**config.mk**
```make
export PLATFORM = sky130hd
export DESIGN_NAME = mfe_cell
export DESIGN_NICKNAME = d
export VERILOG_FILES = /design/src/hdl/mfe_pkg.sv /design/src/hdl/mfe_cell.sv
export SDC_FILE = /design/constraint.sdc
export NUM_CORES = 1
export LEC_CHECK = 0
export ABC_AREA = 1
export ABC_CLOCK_PERIOD_IN_PS = 9010
export BUFFER_PORTS_ARGS = -buffer_cell sky130_fd_sc_hd__buf_2
export CORE_MARGIN = 5
export CORE_UTILIZATION = 52
export CTS_BUF_LIST = sky130_fd_sc_hd__clkbuf_4 sky130_fd_sc_hd__clkbuf_8 sky130_fd_sc_hd__clkbuf_16
export CTS_CLUSTER_SIZE = 10
export DETAILED_ROUTE_END_ITERATION = 7
export GPL_ROUTABILITY_DRIVEN = 0
export GPL_TIMING_DRIVEN = 0
export PLACE_DENSITY_LB_ADDON = 0.3
export SYNTH_ARGS = -nofsm -noshare
export SYNTH_HDL_FRONTEND = slang
export SYNTH_SLANG_ARGS = --single-unit
```
**constraint.sdc**
```tcl
create_clock -name clock -period 9.01 [get_ports clock]
set_clock_uncertainty 0.15 [all_clocks]
set_input_delay 2.2525 -clock clock [delete_from_list [all_inputs] [get_ports clock]]
set_output_delay 2.2525 -clock clock [all_outputs]
set_load 0.01 [all_outputs]
```
**src/hdl/mfe_pkg.sv**
```systemverilog
// Shared types and constants for the most_frequent_element block.
// No dependencies; used by mfe_cell and most_frequent_element.
`timescale 1ns / 1ps
`default_nettype none

package mfe_pkg;

   // default capacity of one set, in items
   localparam int DEFAULT_MAX_ITEMS = 256;

   // width of the reported count and its saturation point
   localparam int COUNT_W = 9;
   localparam logic [COUNT_W-1:0] COUNT_MAX = 9'd511;

   // one input item
   typedef struct packed {
      logic signed [31:0] value;
      logic               last;
   } req_item_type;

   // one result item
   typedef struct packed {
      logic signed [31:0]       mode_value;
      logic [COUNT_W-1:0]       mode_count;
      logic                     overflow;
   } rsp_item_type;

   // control part of a token moving down the cell chain
   typedef struct packed {
      logic valid;      // slot holds a token
      logic has_value;  // value still looking for its cell
      logic last;       // token closes the set and collects the mode
      logic overflow;   // items of this set were dropped
   } token_ctrl_type;

endpackage : mfe_pkg

`default_nettype wire

```
**src/hdl/mfe_cell.sv**
```systemverilog
// One cell of the mode chain: holds one distinct value and its count.
// Depends on mfe_pkg (token_ctrl_type).
`timescale 1ns / 1ps
`default_nettype none

module mfe_cell #(
   parameter int CNT_W = 9
) (
   input  wire logic                          clock,
   input  wire logic                          reset,
   input  wire logic                          advance,
   input  wire mfe_pkg::token_ctrl_type       up_ctrl,
   input  wire logic signed [31:0]            up_value,
   input  wire logic signed [31:0]            up_best_val,
   input  wire logic [CNT_W-1:0]              up_best_cnt,
   output mfe_pkg::token_ctrl_type            dn_ctrl,
   output logic signed [31:0]                 dn_value,
   output logic signed [31:0]                 dn_best_val,
   output logic [CNT_W-1:0]                   dn_best_cnt
);
   import mfe_pkg::*;

   logic                   occ_ff, occ_in;
   logic signed [31:0]     val_ff, val_in;
   logic [CNT_W-1:0]       cnt_ff, cnt_in;
   token_ctrl_type         ctrl_ff, ctrl_in;
   logic signed [31:0]     value_ff;
   logic signed [31:0]     best_val_ff, best_val_in;
   logic [CNT_W-1:0]       best_cnt_ff, best_cnt_in;

   logic                   match;
   logic                   capture;
   logic                   cur_occ;
   logic signed [31:0]     cur_val;
   logic [CNT_W-1:0]       cur_cnt;
   logic                   better;

   // absorb the passing value: bump on a match, claim the cell when empty
   always_comb begin
      match   = up_ctrl.valid && up_ctrl.has_value && occ_ff && (val_ff == up_value);
      capture = up_ctrl.valid && up_ctrl.has_value && !occ_ff;
      cur_occ = occ_ff || capture;
      cur_val = capture ? up_value : val_ff;
      if (capture) begin
         cur_cnt = CNT_W'(1);
      end else if (match) begin
         cur_cnt = cnt_ff + CNT_W'(1);
      end else begin
         cur_cnt = cnt_ff;
      end
   end

   // the closing token keeps the higher count, the smaller value on a tie
   always_comb begin
      better = cur_occ && ((cur_cnt > up_best_cnt) ||
               ((cur_cnt == up_best_cnt) && (cur_val < up_best_val)));
   end

   // next cell contents and outgoing token
   always_comb begin
      ctrl_in           = up_ctrl;
      ctrl_in.has_value = up_ctrl.has_value && !(match || capture);
      best_val_in       = up_best_val;
      best_cnt_in       = up_best_cnt;
      val_in            = cur_val;
      cnt_in            = cur_cnt;
      occ_in            = cur_occ;
      if (up_ctrl.valid && up_ctrl.last) begin
         if (better) begin
            best_val_in = cur_val;
            best_cnt_in = cur_cnt;
         end
         occ_in = 1'b0;
      end
   end

   // control state
   always_ff @(posedge clock) begin
      if (reset) begin
         occ_ff  <= 1'b0;
         ctrl_ff <= '0;
      end else if (advance) begin
         occ_ff  <= occ_in;
         ctrl_ff <= ctrl_in;
      end
   end

   // payload
   always_ff @(posedge clock) begin
      if (advance) begin
         val_ff      <= val_in;
         cnt_ff      <= cnt_in;
         value_ff    <= up_value;
         best_val_ff <= best_val_in;
         best_cnt_ff <= best_cnt_in;
      end
   end

   assign dn_ctrl     = ctrl_ff;
   assign dn_value    = value_ff;
   assign dn_best_val = best_val_ff;
   assign dn_best_cnt = best_cnt_ff;

endmodule : mfe_cell

`default_nettype wire

```
-- Word-level counts from Yosys, hierarchy flattened
Index checks and enable logic that the tools add are counted.
- flip-flop bits (word level): 119
- bits of input ports: 80
- output and inout port bits: 77
- logic and storage cells: 36
- add/sub/neg operators: 1
- $lt $le $gt $ge: 2
- eq/ne operators: 2
- multiplexer cells: 8
- reductions and logical operators: 13
- operators with widths (kind ; count):
    2-to-1 mux 32 bit ; 3
    2-to-1 mux 9 bit ; 4
    == test 32 bit ; 1
    < comparator 32 bit ; 1
    adder 9 x 1 -> 9 bit (second input constant) ; 1
    == test 9 bit ; 1
    > comparator 9 bit ; 1
    logical AND 1 bit ; 8
    logical OR 1 bit ; 3
    zero test 1 bit ; 2
    2-to-1 mux 1 bit ; 1

-- Longest topological paths before layout
- depth in word-level cells: 11
- gate-level depth with buffers: 26
- mapped depth without buffers: 25

-- Worst setup path before layout
Ideal clock, no wire load.
- path kind: input to register
- from: input port up_value[6]
- to: register best_cnt_ff[1] (netlist: dn_best_cnt[1]), data pin
- library setup time: 0.253 ns
- arrival time: 4.917 ns
- required time: 8.607 ns
- setup slack: 3.690 ns
- stages on the path: 23
- path buffers: 1
- cell sequence: xnor2_1 -> nand2_1 -> nor4_1 -> nand2_1 -> nor2_2 -> nand2_1 -> or2_0 -> nand3_1 -> inv_1 -> ha_1 -> nand2_1 -> inv_1 -> o21ai_0 -> a21oi_1 -> nor2_1 -> nor2_1 -> o21ai_0 -> nand2_1 -> nand3_1 -> clkinv_1 -> clkbuf_1 -> nand3_1 -> nand2_1
- cells in the longest elaborated chain, start to end: 10
- elaborated cells between the ends (all ways): 13
- those cells by class: order compare: 2; eq/ne: 2; mux: 5; reduce/logical: 4
- ends and longest elaborated chain (item ; line ; source):
    from (decl) ; mfe_cell.sv:13 ; input wire logic signed [31:0] up_value,
    == test 32 bit (*) ; mfe_cell.sv:40 ; match = up_ctrl.valid && up_ctrl.has_value && occ_ff && (val_ff == up_value);
    logical AND 1 bit (*) ; mfe_cell.sv:40 ;
    2-to-1 mux 9 bit (*) ; mfe_cell.sv:46 ; end else if (match) begin
    2-to-1 mux 9 bit (*) ; mfe_cell.sv:44 ; if (capture) begin
    net cnt_in[0] ; mfe_cell.sv:25 ; logic [CNT_W-1:0] cnt_ff, cnt_in;
    branches (longest 2 deep; another with > comparator 9 bit) ; n/a ;
    logical OR 1 bit (*) ; mfe_cell.sv:55 ; better = cur_occ && ((cur_cnt > up_best_cnt) ||
    logical AND 1 bit (*) ; mfe_cell.sv:55 ;
    2-to-1 mux 9 bit (*) ; mfe_cell.sv:69 ; if (better) begin
    2-to-1 mux 9 bit (*) ; mfe_cell.sv:68 ; if (up_ctrl.valid && up_ctrl.last) begin
    net best_cnt_in[1] ; mfe_cell.sv:29 ; logic [CNT_W-1:0] best_cnt_ff, best_cnt_in;
    to (signal assigned) ; mfe_cell.sv:95 ; best_cnt_ff <= best_cnt_in;
    to (decl) ; mfe_cell.sv:29 ;
Mark *: on every way through the listed nets, which the timed path passes.
A chain may end at the register's enable or synchronous reset.

-- Worst setup path in the final report
- from: input port up_value[3]
- to: register best_cnt_ff[6] (netlist: dn_best_cnt[6]), data pin
Same word-level chain as after synthesis.

==> run_results.csv <==
group,metric,value,unit
floorplanning,die_y,121,um
synth,syn-mean-instance-area,9.52,sq um
clock_tree,cts_resized,0,
critical_path,reg2reg_depth,23,
detailed_routing,first_iter_violations,430,
synth,synth_commonest_cells,"nand2_1 (235), edfxtp_1 (114), inv_1 (64)",
place,dp_hpwl,11.9,mm
detailed_routing,top_layer_used,"met4",
critical_path,critPathLaunchType,"input port",
layout,register_area,0.00352,sq mm
critical_path,path_class,"input port to register",
outcome,outcome,"completed",
detailed_routing,avgRoutedWirePerCell,16.0,um
clock_tree,cts_tree,"built",
synth,yosys_most_used_dff,"edfxtp_1",
grt,antenna_found_initial,0,
floorplanning,core,0.0120,sq mm
timing,fmax,167,MHz
worst_hold_path,hold_path_end,"dn_ctrl[0]",
synth,synth_edf_count,114,
layout,final_nets,969,
timing,finalSetupTns,0,ps
floorplanning,dieArea,0.0146,sq mm
worst_hold_path,hold_path_depth,2,
timing,hold_viol,0,
detailed_routing,wl_met2,7.90,mm
timing,grt_setup_unrepaired,"no",
layout,fin_cells,1006,
clock_tree,clockBufferDepth,2,
grt,grt_pass1_wl,25.9,mm
detailed_routing,postRouteAntennaNets,0,
critical_path,cp.arrival,6010,ps
synth,synth_top_area_share,53.5,%
worst_hold_path,holdCritPathClass,"register to register",
layout,drive_above_1_share,23.4,%
critical_path,worstSetupEndpointType,"register",
layout,antenna_cells,0,
place,port_buffers,156,
synth,synth_nets,793,
synth,netlist_instances,672,
clock_tree,clk_latency,420,ps
pwr,p_total,1.50,mW
worst_hold_path,hp-start,"dn_ctrl[0]",
clock_tree,cts_setup_buffers,0,
critical_path,r2r_setup_slack,4560,ps
pwr,ir_drop,0.126,mV
detailed_routing,routed_wl,16.1,mm
timing,worst_slew_pin_slew,893,ps
detailed_routing,avgViaCountPerCell,5.32,
grt,overflow,0,
synth,syn-cell-area,0.00640,sq mm
synth,synth_most_common_cell,"nand2_1",
clock_tree,root_buffer,"clkbuf_16",
detailed_routing,dr_wl_met3,1.25,mm
synth,ys_top_cells_by_area,"edfxtp_1 (54%), nand2_1 (14%), ha_1 (8.0%), nand3_1 (4.8%), xnor2_1 (3.8%)",
timing,period_share,66.4,%
synth,synth_cell_type_count,31,
timing,finalMaxSlewViolations,0,
pwr,power_density,190,mW/mm^2
detailed_routing,drc,0,
detailed_routing,drt-pass1-iter-count,8,
critical_path,cp_data_required_time,9030,ps
grt,grt_max_degree,69,
place,dp_cells,976,
floorplanning,chipWidth,121,um
detailed_routing,drt-met1-wl,6.66,mm
detailed_routing,vias,5354,
clock_tree,cts_sinks,119,
synth,ys_ff_latch,119,
clock_tree,htreeDepth,4,
critical_path,critPathMaxFanout,10,
timing,final.min_clock_period,5980,ps
layout,area_growth_syn_to_layout,23.7,%
clock_tree,path_clk_slew,50,ps
critical_path,worstReg2RegEnd,"dn_best_cnt[6]",
grt,grt_util_all_layers,22.8,%
timing,timing.slew.headroom,40.5,%
job,maxCapViolations,0,
synth,ys_warn_count,0,
floorplanning,design.portCount,157,
timing,setup_violations,0,
synth,synthArstFlopShare,0,%
synth,yosysTopAreaCell,"edfxtp_1",
clock_tree,cts_hold_buf,0,
layout,fill_cells,997,
floorplanning,start_util,53.3,%
floorplanning,rows,40,
layout,multiInputGateArea,0.00252,sq mm
critical_path,reg2reg_from,"val_ff[3]",
grt,grt_pass1_vias,5343,
clock_tree,cts_buffers,17,
synth,synth_seq_area_share,55.1,%
pwr,p_leak,3.76,nW
[layout by cell type (no fill, tap or decap), types with 13 or more instances in the layout]
cell type  Yosys  routed
buf_2          4     159
o21ai_0       13      13
edfxtp_1     114     114
xnor2_1       28      28
inv_1         64      64
nand3_1       61      61
nand2_1      235     235
ha_1          41      41
nor2_1        20      20
clkbuf_16      0      17
a21oi_1       29      29
[cell families (layout without fill, tap and decap cells)]
kind of cell             Yosys count  after routing  synth area share, %
AO/OA/AOI/OAI                     46             46                 3.74
XOR/XNOR                          30             30                 4.11
adder cells (fa/ha/maj)           41             41                 8.02
buffers and inverters             84            271                 5.48
flip-flops                       119            119                 55.1
AND/OR/NAND/NOR                  352            352                 23.6
[metrics by stage]
stage	utilization, %	instance area (sq um)	setup WS (ps)	hold WS, ps
global route	65.9	7910	2630	345
finish	65.9	7910	3030	313
detailed placement	61.5	7390	2730	314
CTS	65.9	7910	3130	322
global placement	61.3	7360	2860	297
floorplan	-	6400	3690	301
[sequential cells by signal, indices dropped and copies added, names as in the netlist]
name and cells:
dn_best_cnt 9, dn_value 32, dn_best_val 32, cnt_ff 9
val_ff 32, dn_ctrl 4, occ_ff 1
[per-layer routing]
| metal | vias up | GRT usage [%] |
|---|---|---|
| li1 | 2624 | - |
| met5 | - | 0 |
| met3 | 32 | 6.57 |
| met4 | 0 | 8.43 |
| met1 | 2500 | 27.5 |
| met2 | 198 | 38.8 |
[cell type report]
| type | instances | share of cell area, % |
|---|---|---|
| tap | 147 | 2.32 |
| multi-input combinational | 469 | 31.9 |
| sequential | 119 | 44.5 |
| timing repair buffer | 157 | 10.2 |
| inverter | 65 | 3.08 |
| buffer | 19 | 1.34 |
| clock inverter | 8 | 0.743 |
| clock buffer | 22 | 5.85 |
[power breakdown]
part	switching, mW	internal [mW]	leakage, nW
clock	0.226	0.383	0.262
sequential	0.0183	0.656	1.16
combinational	0.135	0.0855	2.34
total	0.379	1.13	3.76
[worst max path at each step]
stage | start | to | cells past startpoint
after floorplan | up_value[6] | dn_best_cnt[1] | 23
after global placement | up_value[6] | dn_best_val[11] | 24
after detailed placement | up_value[3] | dn_best_val[16] | 24
after CTS | up_value[3] | dn_best_val[16] | 24
after global routing | up_value[3] | dn_best_cnt[6] | 22
final | up_value[3] | dn_best_cnt[6] | 24
[worst max-delay path: stages]
cell,delay [ps]
buf_2,120
xnor2_1,170
nand2_1,130
nor3_1,210
nand3_1,110
nor2_1,220
a31oi_1,130
nor3b_1,480
ha_1,350
nand2_1,90
inv_1,40
nand2_1,70
inv_1,40
o21ai_0,150
a21oi_1,90
nor2_1,90
nor2_1,50
o21ai_0,170
nand2_1,110
nand3_1,90
clkinv_1,250
clkbuf_1,340
nand3_1,180
nand2_1,70
No activity file was read; power rests on OpenSTA's default activity.
